--- config.mk ---
export PLATFORM = sky130hd
export DESIGN_NAME = power_tailgate_controller_core
export DESIGN_NICKNAME = d
export VERILOG_FILES = /design/src/rtl/ptc_pkg.sv /design/src/rtl/power_tailgate_controller_core.sv
export SDC_FILE = /design/constraint.sdc
export NUM_CORES = 1
export LEC_CHECK = 0
export ABC_AREA = 1
export BUFFER_PORTS_ARGS = -buffer_cell sky130_fd_sc_hd__buf_2
export CAP_MARGIN = 20
export CORE_ASPECT_RATIO = 0.6
export CORE_UTILIZATION = 30
export DETAILED_ROUTE_END_ITERATION = 7
export GPL_ROUTABILITY_DRIVEN = 0
export PLACE_DENSITY = 0.49
export REMOVE_ABC_BUFFERS = 1
export SYNTH_ARGS = -nofsm -noshare
export SYNTH_HDL_FRONTEND = slang
export SYNTH_SLANG_ARGS = --single-unit
--- constraint.sdc ---
create_clock -name clk -period 9.28 [get_ports clk]
set_clock_uncertainty 0.1 [all_clocks]
set_input_delay 1.856 -clock clk [delete_from_list [all_inputs] [get_ports clk]]
set_output_delay 1.856 -clock clk [all_outputs]
set_load 0.05 [all_outputs]
--- src/rtl/ptc_pkg.sv ---
`timescale 1ns / 1ps
// Shared codes and constants for the power tailgate controller core.
// No dependencies; imported by the core and its checker.
package ptc_pkg;

  // Motion phase codes
  localparam logic [1:0] PH_IDLE  = 2'd0;
  localparam logic [1:0] PH_OPEN  = 2'd1;
  localparam logic [1:0] PH_CLOSE = 2'd2;

  // Status codes
  localparam logic [1:0] ST_RUN    = 2'd0;
  localparam logic [1:0] ST_UNPROG = 2'd1;
  localparam logic [1:0] ST_NARROW = 2'd2;
  localparam logic [1:0] ST_PROG   = 2'd3;

  // Configuration register indexes
  localparam int unsigned CFG_INDEX_W = 2;
  localparam logic [CFG_INDEX_W-1:0] REG_NEAR_TOL   = 2'd0;
  localparam logic [CFG_INDEX_W-1:0] REG_OPEN_MARG  = 2'd1;
  localparam logic [CFG_INDEX_W-1:0] REG_STALL_TICK = 2'd2;
  localparam logic [CFG_INDEX_W-1:0] REG_BUZZ_TICK  = 2'd3;
  localparam int unsigned CFG_DATA_W = 10;

  // Register widths and reset values
  localparam int unsigned PCT_W   = 6;
  localparam int unsigned STALL_W = 8;
  localparam int unsigned BUZZ_W  = 10;
  localparam logic [PCT_W-1:0]   NEAR_TOL_RST   = 6'd10;
  localparam logic [PCT_W-1:0]   OPEN_MARG_RST  = 6'd5;
  localparam logic [STALL_W-1:0] STALL_TICK_RST = 8'd50;
  localparam logic [BUZZ_W-1:0]  BUZZ_TICK_RST  = 10'd100;

  // Percent arithmetic: full scale is 100, held in 7 bits
  localparam int unsigned PCT_FULL_W = 7;
  localparam logic [PCT_FULL_W-1:0] PCT_FULL = 7'd100;

  // Tick counter and programming blink points (LED on at 50, off at 0 of 100)
  localparam int unsigned TICK_W = 16;
  localparam logic [6:0] BLINK_PERIOD_LAST = 7'd99;
  localparam logic [6:0] BLINK_ON_POINT    = 7'd50;

  // Stream field layout: input beat
  localparam int unsigned IN_PROG    = 0;
  localparam int unsigned IN_CLOSE   = 1;
  localparam int unsigned IN_CENTRAL = 2;
  localparam int unsigned IN_EARLY   = 3;
  localparam int unsigned IN_LATE    = 4;
  localparam int unsigned IN_POS     = 5;

  // Stream field layout: output beat
  localparam int unsigned OUT_OPEN   = 0;
  localparam int unsigned OUT_CLOSE  = 1;
  localparam int unsigned OUT_CLUTCH = 2;
  localparam int unsigned OUT_BUZZ   = 3;
  localparam int unsigned OUT_LED    = 4;
  localparam int unsigned OUT_STATUS = 5;
  localparam int unsigned OUT_PHASE  = 7;
  localparam int unsigned OUT_DATA_W = 16;

endpackage

--- src/rtl/power_tailgate_controller_core.sv ---
`timescale 1ns / 1ps
// Power tailgate controller core: range learning, motor/clutch/buzzer drive.
// Depends on ptc_pkg.
//
// One tick beat is accepted per clock cycle, back to back, while the output side
// keeps taking results, and one result beat leaves per tick. A beat is captured
// in an input register and decided by one pass of comparisons and small
// constant-scaled products against the stored state. The result register loads
// the decision when the output side can take it and offers the result beat.
// The state update of a tick completes in the same cycle as its decision, so
// the next tick sees it without any bubble. While a result waits for the
// output side, the input register takes one more beat and then the input
// stalls until the result is taken; a stalled output holds its beat.
// Configuration writes are taken every cycle and should be done while idle.
module power_tailgate_controller_core #(
  parameter int POSITION_BITS = 10
) (
  input  logic clk,
  input  logic rst,
  // Tick beats; s_tdata from bit 0: prog_mode, close_request, central_request,
  // latched_early, latched_late, position[POSITION_BITS-1:0], zero fill
  input  logic                                   s_tvalid,
  output logic                                   s_tready,
  input  logic [((POSITION_BITS+5+7)/8)*8-1:0]   s_tdata,
  // Result beats; m_tdata from bit 0: motor_open, motor_close, clutch, buzzer,
  // led, status[1:0], phase[1:0], zero fill
  output logic                                   m_tvalid,
  input  logic                                   m_tready,
  output logic [ptc_pkg::OUT_DATA_W-1:0]         m_tdata,
  // Register writes
  input  logic                                   cfg_valid,
  output logic                                   cfg_ready,
  input  logic [ptc_pkg::CFG_INDEX_W-1:0]        cfg_index,
  input  logic [ptc_pkg::CFG_DATA_W-1:0]         cfg_data
);
  import ptc_pkg::*;

  localparam int PW = POSITION_BITS;
  localparam int MW = POSITION_BITS + PCT_FULL_W;
  localparam logic [PW-1:0] MID_SCALE = PW'(1) << (PW - 1);

  // Configuration registers
  logic [PCT_W-1:0]   near_tol_pct;
  logic [PCT_W-1:0]   open_margin_pct;
  logic [STALL_W-1:0] stall_ticks;
  logic [BUZZ_W-1:0]  buzzer_ticks;

  // Input register
  logic          in_vld;
  logic          in_prog, in_close, in_central, in_early, in_late;
  logic [PW-1:0] in_pos;

  // Tick state
  logic [PW-1:0]      learned_min, learned_max, last_position;
  logic [1:0]         motion_phase;
  logic               clear_pending;
  logic [TICK_W-1:0]  tick_counter;
  logic [6:0]         tick_mod;
  logic [BUZZ_W-1:0]  buzzer_countdown;
  logic [STALL_W-1:0] stall_countdown;
  logic               pin_open, pin_close, pin_clutch, pin_buzz, pin_led;

  // Next values
  logic [PW-1:0]      learned_min_next, learned_max_next, last_position_next;
  logic [1:0]         motion_phase_next;
  logic               clear_pending_next;
  logic [TICK_W-1:0]  tick_counter_next;
  logic [6:0]         tick_mod_next;
  logic [BUZZ_W-1:0]  buzzer_countdown_next;
  logic [STALL_W-1:0] stall_countdown_next;
  logic               pin_open_next, pin_close_next, pin_clutch_next;
  logic               pin_buzz_next, pin_led_next;
  logic [1:0]         status_next;
  logic [PW-1:0]      min_base, max_base;
  logic [OUT_DATA_W-1:0] result_next;

  // Datapath products
  logic [PCT_FULL_W-1:0] keep_pct;
  logic [PW-1:0]         span;
  logic [MW-1:0]         pos_x100, keep_x_max, span_x100, tol_x100;
  logic                  near_max, sagged, too_narrow;

  logic advance;

  assign cfg_ready = 1'b1;
  assign advance   = !m_tvalid || m_tready;
  assign s_tready  = !in_vld || advance;

  // Configuration writes
  always_ff @(posedge clk) begin
    if (rst) begin
      near_tol_pct    <= NEAR_TOL_RST;
      open_margin_pct <= OPEN_MARG_RST;
      stall_ticks     <= STALL_TICK_RST;
      buzzer_ticks    <= BUZZ_TICK_RST;
    end else if (cfg_valid) begin
      unique case (cfg_index)
        REG_NEAR_TOL:   near_tol_pct    <= cfg_data[PCT_W-1:0];
        REG_OPEN_MARG:  open_margin_pct <= cfg_data[PCT_W-1:0];
        REG_STALL_TICK: stall_ticks     <= cfg_data[STALL_W-1:0];
        REG_BUZZ_TICK:  buzzer_ticks    <= cfg_data[BUZZ_W-1:0];
        default: ;
      endcase
    end
  end

  // Capture tick beats
  always_ff @(posedge clk) begin
    if (rst) begin
      in_vld <= 1'b0;
    end else if (s_tready) begin
      in_vld <= s_tvalid;
    end
  end

  always_ff @(posedge clk) begin
    if (s_tready && s_tvalid) begin
      in_prog    <= s_tdata[IN_PROG];
      in_close   <= s_tdata[IN_CLOSE];
      in_central <= s_tdata[IN_CENTRAL];
      in_early   <= s_tdata[IN_EARLY];
      in_late    <= s_tdata[IN_LATE];
      in_pos     <= s_tdata[IN_POS +: PW];
    end
  end

  // Exact percent tests against the learned range
  assign keep_pct   = PCT_FULL - {1'b0, open_margin_pct};
  assign pos_x100   = MW'(in_pos) * MW'(PCT_FULL);
  assign keep_x_max = MW'(keep_pct) * MW'(learned_max);
  assign near_max   = pos_x100 > keep_x_max;
  assign sagged     = pos_x100 < keep_x_max;

  // Too narrow when 100*|max-min| <= max*pct
  assign span       = (learned_max >= learned_min) ? learned_max - learned_min
                                                   : learned_min - learned_max;
  assign span_x100  = MW'(span) * MW'(PCT_FULL);
  assign tol_x100   = MW'(learned_max) * MW'(near_tol_pct);
  assign too_narrow = span_x100 <= tol_x100;

  // Tick counter and its phase within the blink period
  always_comb begin
    tick_counter_next = tick_counter + TICK_W'(1);
    if (tick_counter_next == '0 || tick_mod == BLINK_PERIOD_LAST) begin
      tick_mod_next = '0;
    end else begin
      tick_mod_next = tick_mod + 7'd1;
    end
  end

  // Decide one tick
  always_comb begin
    learned_min_next      = learned_min;
    learned_max_next      = learned_max;
    last_position_next    = last_position;
    motion_phase_next     = motion_phase;
    clear_pending_next    = clear_pending;
    buzzer_countdown_next = buzzer_countdown;
    stall_countdown_next  = stall_countdown;
    pin_open_next         = pin_open;
    pin_close_next        = pin_close;
    pin_clutch_next       = pin_clutch;
    pin_buzz_next         = pin_buzz;
    pin_led_next          = pin_led;
    status_next           = ST_RUN;
    min_base              = clear_pending ? MID_SCALE : learned_min;
    max_base              = clear_pending ? MID_SCALE : learned_max;

    if (in_prog) begin
      // Learn the range; a zero bound counts as unset
      status_next        = ST_PROG;
      clear_pending_next = 1'b0;
      if (tick_mod_next == '0) begin
        pin_led_next = 1'b0;
      end else if (tick_mod_next == BLINK_ON_POINT) begin
        pin_led_next = 1'b1;
      end
      learned_min_next = (min_base == '0 || in_pos < min_base) ? in_pos : min_base;
      learned_max_next = (max_base == '0 || in_pos > max_base) ? in_pos : max_base;
    end else begin
      clear_pending_next = 1'b1;
      pin_led_next       = 1'b0;
      if (learned_min == '0 || learned_max == '0) begin
        status_next = ST_UNPROG;
      end else if (too_narrow) begin
        status_next = ST_NARROW;
      end else begin
        // Start closing on request
        if (in_close) begin
          pin_open_next     = 1'b0;
          pin_close_next    = 1'b1;
          pin_clutch_next   = 1'b1;
          motion_phase_next = PH_CLOSE;
        end
        // Central open request while latched
        if (in_central && in_early) begin
          pin_open_next     = 1'b1;
          pin_close_next    = 1'b0;
          pin_clutch_next   = 1'b1;
          pin_buzz_next     = 1'b0;
          motion_phase_next = PH_OPEN;
        end
        // Stop opening near the top
        if (motion_phase_next == PH_OPEN && near_max) begin
          motion_phase_next = PH_IDLE;
          pin_open_next     = 1'b0;
          pin_close_next    = 1'b0;
          pin_clutch_next   = 1'b0;
          pin_buzz_next     = 1'b0;
        end
        // Closing: buzzer cadence and stop rules
        if (motion_phase_next == PH_CLOSE) begin
          buzzer_countdown_next = buzzer_countdown - BUZZ_W'(1);
          if (buzzer_countdown_next == '0) begin
            pin_buzz_next         = !pin_buzz_next;
            buzzer_countdown_next = buzzer_ticks;
          end
          if (in_pos == last_position) begin
            stall_countdown_next = stall_countdown - STALL_W'(1);
          end else begin
            last_position_next   = in_pos;
            stall_countdown_next = stall_ticks;
          end
          if (in_pos < learned_min || in_late ||
              (in_pos == last_position && stall_countdown_next == '0)) begin
            pin_open_next   = 1'b0;
            pin_close_next  = 1'b0;
            pin_clutch_next = 1'b0;
            pin_buzz_next   = 1'b0;
          end
          if (in_pos == last_position && stall_countdown_next == '0) begin
            stall_countdown_next = stall_ticks;
          end
        end
        // Latched: drop everything
        if (in_late) begin
          pin_open_next     = 1'b0;
          pin_close_next    = 1'b0;
          pin_clutch_next   = 1'b0;
          pin_buzz_next     = 1'b0;
          motion_phase_next = PH_IDLE;
        end
        // Anti-fall: reopen a sagging lid
        if (motion_phase_next == PH_IDLE && !in_late && sagged) begin
          pin_open_next     = 1'b1;
          pin_close_next    = 1'b0;
          pin_clutch_next   = 1'b1;
          pin_buzz_next     = 1'b0;
          motion_phase_next = PH_OPEN;
        end
      end
    end
  end

  // Advance state on each decided tick
  always_ff @(posedge clk) begin
    if (rst) begin
      learned_min      <= '0;
      learned_max      <= '0;
      last_position    <= '0;
      motion_phase     <= PH_IDLE;
      clear_pending    <= 1'b0;
      tick_counter     <= '0;
      tick_mod         <= '0;
      buzzer_countdown <= BUZZ_TICK_RST;
      stall_countdown  <= STALL_TICK_RST;
      pin_open         <= 1'b0;
      pin_close        <= 1'b0;
      pin_clutch       <= 1'b0;
      pin_buzz         <= 1'b0;
      pin_led          <= 1'b1;
    end else if (in_vld && advance) begin
      learned_min      <= learned_min_next;
      learned_max      <= learned_max_next;
      last_position    <= last_position_next;
      motion_phase     <= motion_phase_next;
      clear_pending    <= clear_pending_next;
      tick_counter     <= tick_counter_next;
      tick_mod         <= tick_mod_next;
      buzzer_countdown <= buzzer_countdown_next;
      stall_countdown  <= stall_countdown_next;
      pin_open         <= pin_open_next;
      pin_close        <= pin_close_next;
      pin_clutch       <= pin_clutch_next;
      pin_buzz         <= pin_buzz_next;
      pin_led          <= pin_led_next;
    end
  end

  // Pack the result beat
  always_comb begin
    result_next                  = '0;
    result_next[OUT_OPEN]        = pin_open_next;
    result_next[OUT_CLOSE]       = pin_close_next;
    result_next[OUT_CLUTCH]      = pin_clutch_next;
    result_next[OUT_BUZZ]        = pin_buzz_next;
    result_next[OUT_LED]         = pin_led_next;
    result_next[OUT_STATUS +: 2] = status_next;
    result_next[OUT_PHASE +: 2]  = motion_phase_next;
  end

  // Result register
  always_ff @(posedge clk) begin
    if (rst) begin
      m_tvalid <= 1'b0;
    end else if (advance) begin
      m_tvalid <= in_vld;
    end
  end

  always_ff @(posedge clk) begin
    if (in_vld && advance) begin
      m_tdata <= result_next;
    end
  end

endmodule

# Word level (Yosys, flattened, before mapping)
# Cells that the tools add are included.
# W data, S select, Z words.
# word_totals
word_cells	175
inputBits	33
out_inout_bits	19
regBits	135
# op_classes
eq_ne	8
bitwise_logic	4
add_sub_neg	7
mul	4
reduce_logical	37
n_lt_le_gt_ge	7
n_mux	79
# ops
cell	n
$mux W10	6
$logic_not A10 Y1	5
$mux W8	6
$mux W1	47
$mux W2	19
$mul A10 B5 Y15 const B	2
$lt A10 B10 Y1	2
$sub A10 B10 Y10	2
$gt A17 B17 Y1	1
$le A17 B16 Y1	1
$lt A17 B17 Y1	1
$mul A7 B10 Y17	1
$add A16 B1 Y16 const B	1
$logic_not A16 Y1	1
$mul A10 B6 Y16	1
$eq A10 B10 Y1	1
$ge A10 B10 Y1	1
$gt A10 B10 Y1	1
$reduce_and A2 Y1	5
$sub A10 B1 Y10 const B	1
$logic_not A8 Y1	1
$logic_or A1 B1 Y1	8
$sub A8 B1 Y8 const B	1
$add A7 B1 Y7 const B	1
other kinds (14)	30

# Longest topological paths before layout
# logic_depth
ltp_word	28
depth_mapped	40
ltp_nobuf	37

# Worst setup path after synthesis
# Ideal clock, no wire load.
# synth_path
path_kind	reg2reg
start	register open_margin_pct[0]
end	register m_tdata[3] (netlist name), data pin
setup_ns	0.262
path_stages_with_launch	38
period_less_slack_ns	6.950
t_required_ns	8.918
t_arrival_ns	6.587
slack_ns	2.330
path_cell_list	dfxtp_1 clkbuf_1 inv_1 ha_1 or2_2 nand2_1 or2_2 nand2_1 inv_1 nand2_1 fa_1 fa_1 inv_1 fa_1 inv_1 fa_1 inv_1 ha_1 (+2 left out) a21oi_1 o21ai_0 nand2_1 a21oi_1 a21oi_1 o21bai_1 xnor2_1 ha_1 nand2_1 nor2_1 nand3_1 o21ai_0 nor2_1 nand2_1 nand3_1 or2_1 nand4_1 o21ai_1
# synth_between
elab_chain_cells	19
word_cells_on_any_way	30
# synth_rtl
item	line_no	rtl
from (decl)	power_tailgate_controller_core.sv:44	logic [PCT_W-1:0] open_margin_pct;
from (signal assigned)	power_tailgate_controller_core.sv:99	REG_OPEN_MARG: open_margin_pct <= cfg_data[PCT_W-1:0];
$sub A7 B6 Y7 (*)	power_tailgate_controller_core.sv:128	assign keep_pct = PCT_FULL - {1'b0, open_margin_pct};
$mul A7 B10 Y17 (*)	power_tailgate_controller_core.sv:130	assign keep_x_max = MW'(keep_pct) * MW'(learned_max);
$gt A17 B17 Y1	power_tailgate_controller_core.sv:131	assign near_max = pos_x100 > keep_x_max;
$logic_and A1 B1 Y1	power_tailgate_controller_core.sv:204	if (motion_phase_next == PH_OPEN && near_max) begin
$mux W2	power_tailgate_controller_core.sv:204	
$mux W2	power_tailgate_controller_core.sv:185	end else if (too_narrow) begin
$mux W2	power_tailgate_controller_core.sv:183	if (learned_min == '0 || learned_max == '0) begin
$mux W2	power_tailgate_controller_core.sv:169	if (in_prog) begin
(+3 left out)	-	
$mux W2	power_tailgate_controller_core.sv:169	
$logic_not A2 Y1	power_tailgate_controller_core.sv:244	if (motion_phase_next == PH_IDLE && !in_late && sagged) begin
$logic_and A1 B1 Y1 (2 in a row)	power_tailgate_controller_core.sv:244	
$mux W1 (*)	power_tailgate_controller_core.sv:244	
$mux W1 (*)	power_tailgate_controller_core.sv:185	
$mux W1 (*)	power_tailgate_controller_core.sv:183	
$mux W1 (*)	power_tailgate_controller_core.sv:169	
net pin_buzz_next	power_tailgate_controller_core.sv:72	logic pin_buzz_next, pin_led_next;
to (signal assigned)	power_tailgate_controller_core.sv:313	m_tdata <= result_next;
to (decl)	power_tailgate_controller_core.sv:29	output logic [ptc_pkg::OUT_DATA_W-1:0] m_tdata,
# Mark *: on every way through the listed nets, which the timed path passes. The rest lies on a longest branch. The select of a mux whose other input is x is not followed.
# A chain may end at the register's enable or synchronous reset.

# Worst setup path in the final report
# layout_path
start	register learned_max[3]
end	register last_position[4]
# layout_between
elab_chain_cells	9
word_cells_on_any_way	20
# layout_rtl
item	line_no	rtl
from (decl)	power_tailgate_controller_core.sv:54	logic [PW-1:0] learned_min, learned_max, last_position;
from (signal assigned)	power_tailgate_controller_core.sv:274	learned_max <= learned_max_next;
branches (longest 8 deep; another with $le A17 B16 Y1)	-	
$reduce_and A6 Y1 (no line) (*)	-	
to (signal assigned)	power_tailgate_controller_core.sv:275	last_position <= last_position_next;
to (decl)	power_tailgate_controller_core.sv:54	
# Every way passes the cells marked *. The select of a mux whose other input is x is not followed.

==> metrics <==
num rows=62; Starting Density=0.305; slowest CP cell=nand4_1; All-Layer GR Usage=0.165; Most common cell on crit path=nand2_1; Final Max Slew Viols=0; sw frac=0.486; CTS Hold Bufs=0; CTS resizes=0; Setup CP Type=flip-flop to flip-flop; Seq/Total Area, Yosys=0.201; Combinational Power Share=0.654; Max stage delay on crit path=approximately 770 ps; Worst Path Arrival=8180 ps; pin slew with the least headroom to its limit=966 ps; clk root buf=clkbuf_16; non-filler cells, final=2,706; post-route ant nets=0; htree depth=4; total negative slack=0 ps; Post-CTS Setup Inserts=0; RSZ-0062 raised after global routing=no; CP required=9500 ps; IO buf count=42; synthesis warning total=0; Syn Inst Count=2,033; Critical Path Fanout Max=20; area of the core=~48,000 um2; via count=12,900; final wirelength=39.8 mm; Yosys top cell area share=0.180; total CTS buffers=17; # clock sinks=135; Async SR Flop Fraction=0; Area Growth Syn to Fin=10.2%; mapped cell area=14,600 um2; Synth area leader=ha_1; die height=173 um; Final WS setup=1320 ps; register bit total from synthesis=~140; DRT Pass-1 Iters=7; Critical path origin=learned_max[3]; placed cells=2,674; top_reg_cell synth=dfxtp_1; clock share of power=0.179; Crit. End Element=flip-flop; Post-DP HPWL=31.5 mm; pre-CTS setup slack=~1400 ps; worst r2r src=learned_max[3]; Hold Crit Class=flip-flop to flip-flop; worst path bufs/invs=2; final setup fails=0; CP Depth=33; # nets final=2,380; R2R depth=33; Worst R2R End=last_position[4]; Netlist cell types=54; Longest Clk Path Bufs=2; switching power=roughly 2.0 mW; vias in the first global route=12,300; DRC=0; first-pass GRT wire length=65.6 mm; share of post-route cells with drive strength above 1=0.0576; max cap viols=0; TritonCTS clock tree=done; Setup crit start kind=flip-flop; drt wl/cell=14.7 um; max_slew headroom=0.354; Fmax=126 MHz; GR Overflow Total=0; Pleak=8.21 nW; period utilization=0.858; Post-synth EDFFs=24; critical path endpoint=last_position[4]; Internal=~2.1 mW; initial detailed-routing violation count=982; pwr dens=around 260 nW/um2; synth top area cells=ha_1 18%, dfxtp_1 15%, fa_1 12%, nand2_1 11%, inv_1 9.6%; worst vdd rail ir drop=about 0.39 mV; final hold vios=0; synthesized area per cell=roughly 7 um2; clock-pin slew on the worst setup and hold paths=60 ps; initial antenna violation count=0; full die area=approximately 50,000 um2; die width=287 um; clk_lat worst skew=440 ps; status=finished, final reports clean; fin crit period=7960 ps; fin util=0.336; R2R setup slack=approximately 1300 ps; antenna cells=0; IO Pins=52; largest net degree at the start of global routing=~60; delay-heaviest family, CP=simple AND/OR/NAND/NOR gates; Avg Vias per Cell=4.76; Reg power frac=0.167
-- how the worst min path moves through the flow --
stage	slack, ps	from	cells after the start	to
after floorplan	330	buzzer_ticks[3]	2	buzzer_ticks[3]
after global placement	340	buzzer_ticks[8]	2	buzzer_ticks[8]
after detailed placement	350	buzzer_ticks[8]	2	buzzer_ticks[8]
after CTS	360	buzzer_ticks[8]	2	buzzer_ticks[8]
after global routing	380	buzzer_ticks[3]	2	buzzer_ticks[3]
final	360	buzzer_ticks[8]	2	buzzer_ticks[8]
-- cell type report --
class / count / area (um2)
Tap cell: 640 / 801
Timing Repair Buffer: 54 / 300
Multi-Input combinational cell: 1460 / 9980
Sequential cell: 135 / 2940
Clock inverter: 10 / 139
Inverter: 385 / 1450
Fill cell: 5215 / 31800
Clock buffer: 22 / 497
-- sequential cells by signal, summed over array words and instances, names as in the netlist, 9 cells and up --
signal and count:
m_tdata 9, buzzer_ticks 10, buzzer_countdown 10, learned_max 10, learned_min 10, in_pos 10, tick_counter 16, last_position 10
-- worst min-delay path: stages (launching register included) --
cell     delay (ps)
dfxtp_1         300
inv_1            60
a21oi_1          60
-- routing by layer --
metal / vias to the layer above / share of wire / track usage
met5: - / 0 / 0
met4: 0 / 0.0082 / 0.0304
met3: 20 / 0.053 / 0.0278
met2: 274 / 0.36 / 0.211
met1: 6059 / 0.58 / 0.276
li1: 6533 / - / -
-- placed cells by master (no fill, tap or decap), types with 15 or more instances in the layout --
cell type  netlist  final
nand4_1         26     26
clkbuf_16        0     19
ha_1           210    210
a21oi_1        113    113
o22ai_1         18     18
nand2_1        431    431
edfxtp_1        24     24
xor2_1          46     46
fa_1            84     84
xnor2_1         21     21
o21ai_0        109    108
nor2_1         198    197
nand3_1         51     51
o21ai_1         14     15
inv_1          373    372
nor3_1          20     20
buf_2            8     42
dfxtp_1        111    111
o211ai_1        30     30
-- Yosys cell counts (4+ instances only) --
cell type	instances
nand3b_1	5
or2_2	4
inv_1	373
xnor2_1	21
buf_2	8
nand4_1	26
nand3_2	4
buf_4	9
nand3_1	51
inv_2	9
a21boi_0	4
a21oi_1	113
o21ai_1	14
a31oi_1	8
o211ai_1	30
o21ai_0	109
a21o_1	4
xor2_1	46
nor3_1	20
clkbuf_1	39
o21bai_1	5
nor2_1	198
nor2_2	5
edfxtp_1	24
ha_1	210
dfxtp_1	111
a221oi_1	4
nor4_1	4
a211oi_1	5
o22ai_1	18
nand2_1	431
fa_1	84
-- cell families after synthesis --
family	Yosys count	share of synthesized area
AO/OA/AOI/OAI	329	0.128
XOR/XNOR	67	0.0401
adder cells (fa/ha/maj)	294	0.295
buffers and inverters	444	0.118
flip-flops	135	0.201
multiplexers	2	0.00137
other	2	0.000514
AND/OR/NAND/NOR	760	0.216
-- power by group through the flow --
stage | sequential, mW | clock (mW) | combinational (mW)
CTS | 0.692 | 0.756 | 2.74
detailed placement | 0.704 | 0 | 2.71
floorplan | 0.710 | 0 | 2.03
global placement | 0.704 | 0 | 2.65
global route | 0.698 | 0.786 | 3.16
finish | 0.693 | 0.744 | 2.72
-- stage by stage --
| stage | cell area [um2] | hold WS, ps | total power [mW] |
|---|---|---|---|
| CTS | 16100 | 362 | 4.18 |
| detailed placement | 15500 | 350 | 3.41 |
| global route | 16100 | 384 | 4.65 |
| global placement | 15500 | 345 | 3.35 |
| floorplan | 14400 | 327 | 2.74 |
| finish | 16100 | 358 | 4.15 |
(Power assumes the default switching activity.)
